### src/sv/usbreq_pkg.sv
// Shared types and constants for the USB standard request decoder.
// Holds request, descriptor and register codes plus the setup and result structs.
// No dependencies.
`timescale 1ns / 1ps
`default_nettype none

package usbreq_pkg;

  // Endpoints with a halt bit, and string descriptors that can be served.
  localparam int ENDPOINT_COUNT = 8;
  localparam int STRING_COUNT   = 4;
  localparam int HALT_WIDTH     = 8;
  localparam int MAX_STRINGS    = 4;

  // bRequest codes.
  localparam logic [7:0] REQ_GET_STATUS        = 8'd0;
  localparam logic [7:0] REQ_CLEAR_FEATURE     = 8'd1;
  localparam logic [7:0] REQ_RESERVED_2        = 8'd2;
  localparam logic [7:0] REQ_SET_FEATURE       = 8'd3;
  localparam logic [7:0] REQ_RESERVED_4        = 8'd4;
  localparam logic [7:0] REQ_GET_DESCRIPTOR    = 8'd6;
  localparam logic [7:0] REQ_SET_DESCRIPTOR    = 8'd7;
  localparam logic [7:0] REQ_GET_CONFIGURATION = 8'd8;
  localparam logic [7:0] REQ_GET_INTERFACE     = 8'd10;
  localparam logic [7:0] REQ_SET_INTERFACE     = 8'd11;

  // bmRequestType values.
  localparam logic [7:0] RT_STATUS_DEVICE    = 8'h80;
  localparam logic [7:0] RT_STATUS_INTERFACE = 8'h81;
  localparam logic [7:0] RT_STATUS_ENDPOINT  = 8'h82;
  localparam logic [7:0] RT_FEATURE_DEVICE   = 8'h00;
  localparam logic [7:0] RT_FEATURE_ENDPOINT = 8'h02;

  // Descriptor types and other wValue / wIndex constants.
  localparam logic [7:0]  DT_DEVICE        = 8'd1;
  localparam logic [7:0]  DT_CONFIGURATION = 8'd2;
  localparam logic [7:0]  DT_STRING        = 8'd3;
  localparam logic [15:0] FEAT_ENDPOINT_HALT = 16'h0000;
  localparam logic [15:0] LANG_ID_NONE       = 16'h0000;
  localparam logic [15:0] LANG_ID_EN_US      = 16'h0409;
  localparam logic [6:0]  EP_NUM_MASK        = 7'h7F;
  localparam int          TOGGLE_EP          = 2;

  // descriptor_select codes.
  localparam logic [2:0] SEL_NONE     = 3'd0;
  localparam logic [2:0] SEL_DEVICE   = 3'd1;
  localparam logic [2:0] SEL_CONFIG   = 3'd2;
  localparam logic [2:0] SEL_LANGUAGE = 3'd3;

  // Reply lengths.
  localparam logic [1:0] LEN_NONE  = 2'd0;
  localparam logic [1:0] LEN_BYTE  = 2'd1;
  localparam logic [1:0] LEN_WORD  = 2'd2;

  // Configuration register indexes and reset values.
  localparam logic CFG_CONFIGURATION_VALUE = 1'b0;
  localparam logic CFG_INTERFACE_NUMBER    = 1'b1;
  localparam logic [7:0] CONFIGURATION_VALUE_RST = 8'd1;
  localparam logic [7:0] INTERFACE_NUMBER_RST    = 8'd0;

  typedef struct packed {
    logic [7:0]  request_type_byte;
    logic [7:0]  request_code;
    logic [15:0] value_word;
    logic [15:0] index_word;
  } setup_t;

  typedef struct packed {
    logic       stall_control;
    logic [1:0] reply_length;
    logic [7:0] reply_first;
    logic [7:0] reply_second;
    logic [2:0] descriptor_select;
    logic       toggle_reset;
  } result_t;

  typedef struct packed {
    logic [HALT_WIDTH-1:0] in_bits;
    logic [HALT_WIDTH-1:0] out_bits;
  } halt_t;

  typedef struct packed {
    logic [7:0] configuration_value;
    logic [7:0] interface_number;
  } cfg_regs_t;

endpackage

`default_nettype wire

### src/sv/usbreq_state.sv
// Configuration registers and endpoint halt bits of the request decoder.
// Depends on usbreq_pkg.
`timescale 1ns / 1ps
`default_nettype none

module usbreq_state
  import usbreq_pkg::*;
(
  input  wire logic       clk,
  input  wire logic       rst_n,
  input  wire logic       cfg_we,
  input  wire logic       cfg_index,
  input  wire logic [7:0] cfg_data,
  input  wire logic       halt_upd,
  input  wire halt_t      halt_nxt,
  output cfg_regs_t       regs,
  output halt_t           halt
);

  cfg_regs_t regs_r;
  halt_t     halt_r;

  always_ff @(posedge clk) begin
    if (!rst_n) begin
      regs_r.configuration_value <= CONFIGURATION_VALUE_RST;
      regs_r.interface_number    <= INTERFACE_NUMBER_RST;
    end else if (cfg_we) begin
      case (cfg_index)
        CFG_CONFIGURATION_VALUE: regs_r.configuration_value <= cfg_data;
        CFG_INTERFACE_NUMBER:    regs_r.interface_number    <= cfg_data;
        default: ;
      endcase
    end
  end

  always_ff @(posedge clk) begin
    if (!rst_n) begin
      halt_r <= '0;
    end else if (halt_upd) begin
      halt_r <= halt_nxt;
    end
  end

  assign regs = regs_r;
  assign halt = halt_r;

endmodule

`default_nettype wire

### src/sv/usbreq_decode.sv
// Combinational decode of one setup packet into a result and new halt bits.
// Depends on usbreq_pkg.
`timescale 1ns / 1ps
`default_nettype none

module usbreq_decode
  import usbreq_pkg::*;
#(
  parameter int EP_COUNT  = ENDPOINT_COUNT,
  parameter int STR_COUNT = STRING_COUNT
)
(
  input  wire setup_t    setup,
  input  wire cfg_regs_t regs,
  input  wire halt_t     halt,
  output result_t        result,
  output halt_t          halt_nxt
);

  logic [6:0]            ep_num;
  logic                  ep_valid;
  logic                  ep_is_in;
  logic [HALT_WIDTH-1:0] ep_mask;
  logic [7:0]            desc_type;
  logic [7:0]            desc_idx;
  logic                  str_ok;

  always_comb begin
    ep_num   = setup.index_word[6:0] & EP_NUM_MASK;
    ep_valid = (32'(ep_num) < EP_COUNT) && (32'(ep_num) < HALT_WIDTH);
    ep_is_in = (ep_num == 7'd0) || setup.index_word[7];
    ep_mask  = HALT_WIDTH'(1) << ep_num[$clog2(HALT_WIDTH)-1:0];
    desc_type = setup.value_word[15:8];
    desc_idx  = setup.value_word[7:0];
    str_ok   = (desc_idx >= 8'd1) && (32'(desc_idx) <= STR_COUNT)
               && (32'(desc_idx) <= MAX_STRINGS);
  end

  always_comb begin
    result   = '0;
    halt_nxt = halt;
    case (setup.request_code)
      REQ_GET_STATUS: begin
        if (setup.request_type_byte == RT_STATUS_DEVICE ||
            setup.request_type_byte == RT_STATUS_INTERFACE) begin
          result.reply_length = LEN_WORD;
        end else if (setup.request_type_byte == RT_STATUS_ENDPOINT && ep_valid) begin
          result.reply_length = LEN_WORD;
          result.reply_first  = {7'd0, |((ep_is_in ? halt.in_bits : halt.out_bits)
                                         & ep_mask)};
        end else begin
          result.stall_control = 1'b1;
        end
      end
      REQ_CLEAR_FEATURE, REQ_SET_FEATURE: begin
        if (setup.request_type_byte == RT_FEATURE_DEVICE) begin
          // Clearing a device feature is refused; setting one is a no-op.
          result.stall_control = (setup.request_code == REQ_CLEAR_FEATURE);
        end else if (setup.request_type_byte == RT_FEATURE_ENDPOINT) begin
          if (setup.value_word != FEAT_ENDPOINT_HALT || !ep_valid) begin
            result.stall_control = 1'b1;
          end else if (setup.request_code == REQ_CLEAR_FEATURE) begin
            if (ep_is_in) halt_nxt.in_bits  = halt.in_bits & ~ep_mask;
            else          halt_nxt.out_bits = halt.out_bits & ~ep_mask;
          end else begin
            if (ep_is_in) halt_nxt.in_bits  = halt.in_bits | ep_mask;
            else          halt_nxt.out_bits = halt.out_bits | ep_mask;
          end
        end
      end
      REQ_RESERVED_2, REQ_RESERVED_4, REQ_SET_DESCRIPTOR: begin
        result.stall_control = 1'b1;
      end
      REQ_GET_DESCRIPTOR: begin
        if (desc_type == DT_DEVICE) begin
          result.descriptor_select = SEL_DEVICE;
        end else if (desc_type == DT_CONFIGURATION) begin
          result.descriptor_select = SEL_CONFIG;
        end else if (desc_type == DT_STRING) begin
          if (setup.index_word == LANG_ID_NONE) begin
            result.descriptor_select = SEL_LANGUAGE;
          end else if (setup.index_word == LANG_ID_EN_US && str_ok) begin
            result.descriptor_select = SEL_LANGUAGE + desc_idx[2:0];
          end else begin
            result.stall_control = 1'b1;
          end
        end else begin
          result.stall_control = 1'b1;
        end
      end
      REQ_GET_CONFIGURATION: begin
        result.reply_length = LEN_BYTE;
        result.reply_first  = regs.configuration_value;
      end
      REQ_GET_INTERFACE: begin
        result.reply_length = LEN_BYTE;
        result.reply_first  = regs.interface_number;
      end
      REQ_SET_INTERFACE: begin
        result.toggle_reset = 1'b1;
        halt_nxt.in_bits[TOGGLE_EP]  = 1'b0;
        halt_nxt.out_bits[TOGGLE_EP] = 1'b0;
      end
      default: ;
    endcase
  end

endmodule

`default_nettype wire

### src/sv/usb_standard_request_decoder_top.sv
// Top level of the USB standard request decoder.
// Depends on usbreq_pkg, usbreq_state and usbreq_decode.
//
// Usage:
//   A setup packet is transferred on the in_ channel (in_valid / in_ready).
//   Exactly one result is transferred on the out_ channel for each packet,
//   in order (out_valid / out_ready).
//   The cfg_ port writes configuration_value (index 0) or interface_number
//   (index 1) on any clock edge with cfg_we high; write only while idle.
//   A packet is captured in the input register, decoded, and its result is
//   then registered in the output register.
//   Throughput: one packet per cycle while the receiver takes results; the halt
//   bits are updated as a packet moves from the input register to the output
//   register, so the next packet already sees them.
//   When the receiver stalls, the output register holds its result and the
//   input register holds the following packet; in_ready then drops.
//   Reset (rst_n low, synchronous) empties both registers, clears all halt
//   bits, sets configuration_value to 1 and interface_number to 0.
`timescale 1ns / 1ps
`default_nettype none

module usb_standard_request_decoder_top
  import usbreq_pkg::*;
#(
  parameter int EP_COUNT  = ENDPOINT_COUNT,
  parameter int STR_COUNT = STRING_COUNT
)
(
  input  wire logic        clk,
  input  wire logic        rst_n,
  input  wire logic        in_valid,
  output logic             in_ready,
  input  wire logic [7:0]  in_request_type_byte,
  input  wire logic [7:0]  in_request_code,
  input  wire logic [15:0] in_value_word,
  input  wire logic [15:0] in_index_word,
  output logic             out_valid,
  input  wire logic        out_ready,
  output logic             out_stall_control,
  output logic [1:0]       out_reply_length,
  output logic [7:0]       out_reply_first,
  output logic [7:0]       out_reply_second,
  output logic [2:0]       out_descriptor_select,
  output logic             out_toggle_reset,
  input  wire logic        cfg_we,
  input  wire logic        cfg_index,
  input  wire logic [7:0]  cfg_data
);

  logic      s1_valid_r;
  setup_t    s1_setup_r;
  logic      out_valid_r;
  result_t   out_result_r;
  logic      advance;
  result_t   result;
  halt_t     halt;
  halt_t     halt_nxt;
  cfg_regs_t regs;

  assign advance  = s1_valid_r && (!out_valid_r || out_ready);
  assign in_ready = !s1_valid_r || advance;

  always_ff @(posedge clk) begin
    if (!rst_n) begin
      s1_valid_r <= 1'b0;
    end else if (in_ready) begin
      s1_valid_r <= in_valid;
    end
  end

  always_ff @(posedge clk) begin
    if (in_valid && in_ready) begin
      s1_setup_r.request_type_byte <= in_request_type_byte;
      s1_setup_r.request_code      <= in_request_code;
      s1_setup_r.value_word        <= in_value_word;
      s1_setup_r.index_word        <= in_index_word;
    end
  end

  usbreq_state u_state (
    .clk      (clk),
    .rst_n    (rst_n),
    .cfg_we   (cfg_we),
    .cfg_index(cfg_index),
    .cfg_data (cfg_data),
    .halt_upd (advance),
    .halt_nxt (halt_nxt),
    .regs     (regs),
    .halt     (halt)
  );

  usbreq_decode #(
    .EP_COUNT (EP_COUNT),
    .STR_COUNT(STR_COUNT)
  ) u_decode (
    .setup   (s1_setup_r),
    .regs    (regs),
    .halt    (halt),
    .result  (result),
    .halt_nxt(halt_nxt)
  );

  always_ff @(posedge clk) begin
    if (!rst_n) begin
      out_valid_r <= 1'b0;
    end else if (advance) begin
      out_valid_r <= 1'b1;
    end else if (out_ready) begin
      out_valid_r <= 1'b0;
    end
  end

  always_ff @(posedge clk) begin
    if (advance) begin
      out_result_r <= result;
    end
  end

  assign out_valid             = out_valid_r;
  assign out_stall_control     = out_result_r.stall_control;
  assign out_reply_length      = out_result_r.reply_length;
  assign out_reply_first       = out_result_r.reply_first;
  assign out_reply_second      = out_result_r.reply_second;
  assign out_descriptor_select = out_result_r.descriptor_select;
  assign out_toggle_reset      = out_result_r.toggle_reset;

endmodule

`default_nettype wire

### config.mk
export PLATFORM = sky130hd
export DESIGN_NAME = usb_standard_request_decoder_top
export DESIGN_NICKNAME = d
export VERILOG_FILES = /design/src/sv/usbreq_pkg.sv /design/src/sv/usbreq_state.sv /design/src/sv/usbreq_decode.sv /design/src/sv/usb_standard_request_decoder_top.sv
export SDC_FILE = /design/constraint.sdc
export NUM_CORES = 1
export LEC_CHECK = 0
export BUFFER_PORTS_ARGS = -buffer_cell sky130_fd_sc_hd__buf_2
export CORE_MARGIN = 2
export CORE_UTILIZATION = 49
export DETAILED_ROUTE_END_ITERATION = 16
export PLACE_DENSITY = 0.73
export RECOVER_POWER = 25
export SLEW_MARGIN = 15
export SYNTH_ARGS = -nofsm -noshare
export SYNTH_HDL_FRONTEND = slang
export SYNTH_SLANG_ARGS = --single-unit
### constraint.sdc
create_clock -name clk -period 2.1 [get_ports clk]
set_input_delay 0.42 -clock clk [delete_from_list [all_inputs] [get_ports clk]]
set_output_delay 0.42 -clock clk [all_outputs]
set_load 0.02 [all_outputs]
==> parameters.txt <==
Parameter                              Value

Clocking
  Clock root buffer ... clkbuf_8
  CTS tree ... done
  Later-pin clock latency in the skew report ... 0.36 ns
  Number of buffers created by CTS ... 9
  CTS H-tree lvls ... 3
  Clock Sinks ... 97
  Maximum count of clock buffers along a single path ... 2
  Register clock-pin slew on the reported worst setup and hold paths ... 0.09 ns

Final layout
  Share of layout cells above drive strength 1 ... 35.6%
  Total number of nets in the final design ... 529
  Combined area of the multi-input logic cells ... 1730 um^2
  Area taken by flip-flops and latches ... 2570 um^2
  Layout Cells excl Fill ... 574
  Area added between synthesis and finish ... 25.6%
  Antenna cells ... 0
  Count of filler cells inserted in the layout ... 638

Synthesis
  Top cells by count, synth ... edfxtp_1, nand2_1, dfxtp_1
  Fraction of synthesized cell area taken by the top area cell type ... 44.8%
  Number of enable-type register cells in the synthesized netlist ... 63
  Unique cell type count in the Yosys netlist ... 54
  Combined area of all synthesized cells ... 4230 um^2
  Mean Syn Cell Area ... 11.8 um^2
  Leading cell types by total area after synthesis ... edfxtp_1, dfxtp_1, mux2i_1, nand2_1, nand3_1
  Most used flip-flop cell after synthesis ... edfxtp_1
  Synthesis Warnings ... 0
  Largest area contributor in the netlist ... edfxtp_1
  Leading cell type by number of instances after synthesis ... edfxtp_1
  Post-synthesis sequential area ratio ... 60.9%
  Seq cells post-synth ... 97
  Share of flip-flops with an asynchronous set or reset after synthesis ... 0%
  Post-synthesis cell count ... 357

Floorplanning
  Die boundary height ... 96.9 um
  Row count ... 33
  Die Area ... 9380 um^2
  Top Ports ... 87
  Core area ... 8300 um^2
  Width of the die ... 96.9 um
  Starting utilization of the core area ... 50.9%

Worst setup path
  Critical R2R Capture ... out_reply_first[0]$_DFFE_PP_
  Crit path kind ... reg2reg
  Crit path to ... out_reply_first[0]$_DFFE_PP_
  Startpoint of the worst-slack reg-to-reg timing path ... s1_setup_r[6]$_DFFE_PP_
  Data arrival time of the worst path ... 2.33 ns
  Crit end category ... flop
  Flop2flop setup slack ... -0.11 ns
  Worst Reg-to-Reg Cells ... 5
  Launch point of the worst path ... s1_setup_r[6]$_DFFE_PP_
  Kind of start point of the critical path ... flop
  Critical path data required time ... 2.22 ns
  Crit path max fanout ... 3

STA
  Period utilization ... 105%
  Slew at the pin closest to its max-slew limit ... 1.03 ns
  Slew Limit Fails ... 0
  Sum of negative setup slack ... -0.675 ns
  Total of endpoints with negative setup slack in the final report ... 16
  Maximum clock frequency ... 453 MHz
  Setup repair after global routing missed its margin ... yes
  Normalized max-slew margin ... 31.4%
  Post-layout minimum cycle time ... 2.21 ns
  Final hold violation count ... 0
  Worst Clk Skew ... 0.0121 ns
  Post-layout worst setup margin ... -0.107 ns

GRT
  Largest net degree at the start of global routing ... 49
  First-pass GRT wire length ... 14100 um
  Total global routing overflow ... 0
  Vias in the first global route ... 3136
  GR Util All Layers ... 18.9%
  Antenna violations before repair ... 0

Power
  Share of power burned in the clock network ... 31.3%
  Power density of the placed cells ... 680 nW/um^2
  Share of power burned in combinational logic ... 8.8%
  Part of the total power dissipated in sequential elements ... 60.0%
  Switching share of total power ... 24.1%
  Leakage power of the design ... 2.07 nW
  Switch Pwr ... 871 uW
  Max rail drop VDD ... 0.424 mV
  Internal Power ... 2.74 mW
  Overall power ... 3.61 mW

Placement
  Post-Place Cells ... 551
  Count of input and output buffers ... 78
  Weighted congestion reported at the end of routability-driven placement ... 0.850
  Post-DP HPWL ... 6060 um

Detailed routing
  Routed wire length on met3 ... 416 um
  DR DRC count ... 0
  M1 wire length ... 3610 um
  Wire per inst ... 15.0 um
  Number of vias per cell ... 5.33
  Initial detailed-routing violation count ... 120
  Top sig layer ... met4
  Wire length after detailed routing ... 8620 um
  Remaining antenna violation count after routing ... 0
  Detailed route wirelength on metal2 ... 4420 um
  First-pass iteration count of the detailed router ... 4
  Vias ... 3060

Run status
  Outcome ... finished with violations
  Violations in the final reports ... setup timing

Job
  Count of max-cap constraint violations ... 0

Min path
  Class of the most critical hold timing path ... in2reg
-- worst max-delay path, stage by stage, from the launching register on --
cell and delay (ns):
edfxtp_1 0.43, nor4_4 0.41, a21o_2 0.22, mux2_4 0.30, a2111o_1 0.38, o31a_1 0.24
-- cell type report --
| type | count | area share (%) |
|---|---|---|
| Sequential cell | 97 | 48.5 |
| Multi-Input combinational cell | 239 | 32.5 |
| Timing Repair Buffer | 112 | 12.7 |
| Clock buffer | 11 | 2.73 |
| Tap cell | 105 | 2.48 |
| Clock inverter | 5 | 0.731 |
| Inverter | 5 | 0.354 |
-- stage by stage --
step / setup slack [ns] / hold slack [ns] / util, % / area, um^2
after floorplan: -0.0256 / 0.430 / - / 4300
after CTS: -0.112 / 0.213 / 61.8 / 5120
after detailed placement: -0.161 / 0.449 / 58.8 / 4880
final: -0.107 / 0.230 / 64.0 / 5310
after global placement: -0.0836 / 0.443 / 58.8 / 4880
after global routing: -0.202 / 0.204 / 64.0 / 5310
-- logic make-up after synthesis --
kind of cell             Yosys count  share of synthesized area, %
buffers and inverters             28                          3.94
XOR/XNOR                           2                         0.415
multiplexers                      28                          6.78
flip-flops                        97                          60.9
AO/OA/AOI/OAI                     41                          7.19
AND/OR/NAND/NOR                  157                          19.8
adder cells (fa/ha/maj)            3                         0.888
other                              1                        0.0887
-- power groups by stage --
stage | Sequential [mW] | Combinational (mW) | Clock, mW
6_report | 2.16 | 0.316 | 1.13
5_1_grt | 2.17 | 0.348 | 1.25
4_1_cts | 2.16 | 0.306 | 1.15
3_5_place_dp | 2.21 | 0.299 | 0
3_3_place_gp | 2.20 | 0.293 | 0
2_1_floorplan | 2.22 | 0.159 | 0
-- how the worst min path moves through the flow --
stage,depth (start not counted),start,to,slack [ns]
after floorplan,1,flop,flop,0.43
after global placement,2,flop,flop,0.44
after detailed placement,1,flop,flop,0.45
after CTS,1,in_value_word[7],s1_setup_r[23]$_DFFE_PP_,0.21
after global routing,1,in_index_word[14],s1_setup_r[14]$_DFFE_PP_,0.20
final,1,in_value_word[7],s1_setup_r[23]$_DFFE_PP_,0.23
-- metal layers --
metal	GRT usage, %	vias to the layer above
li1	-	1512
met1	22.4	1444
met2	32.9	89
met3	3.97	15
met4	8.99	0
met5	0	-
-- layout by cell type (no fill, tap or decap), drive strengths merged, types with 5 or more instances in the layout --
master | Yosys | layout
nand2 | 53 | 53
nor4 | 11 | 11
nor2 | 16 | 16
nor3b | 5 | 5
nor3 | 8 | 8
edfxtp | 63 | 63
a21boi | 15 | 15
dfxtp | 34 | 34
inv | 5 | 7
nand3 | 27 | 27
o211ai | 6 | 6
conb | 1 | 8
mux2i | 23 | 23
buf | 14 | 111
mux2 | 5 | 5
clkbuf | 8 | 12
-- repair_timing --
item / in CTS / in global routing
pin swaps: 2 / 13
buffers inserted: 3 / 3
gates cloned: 0 / 1
gates resized for setup: 8 / 24
hold buffers: 0 / 0
endpoints found under the setup margin: 20 / 20
Power figures use the tool's default switching activity.
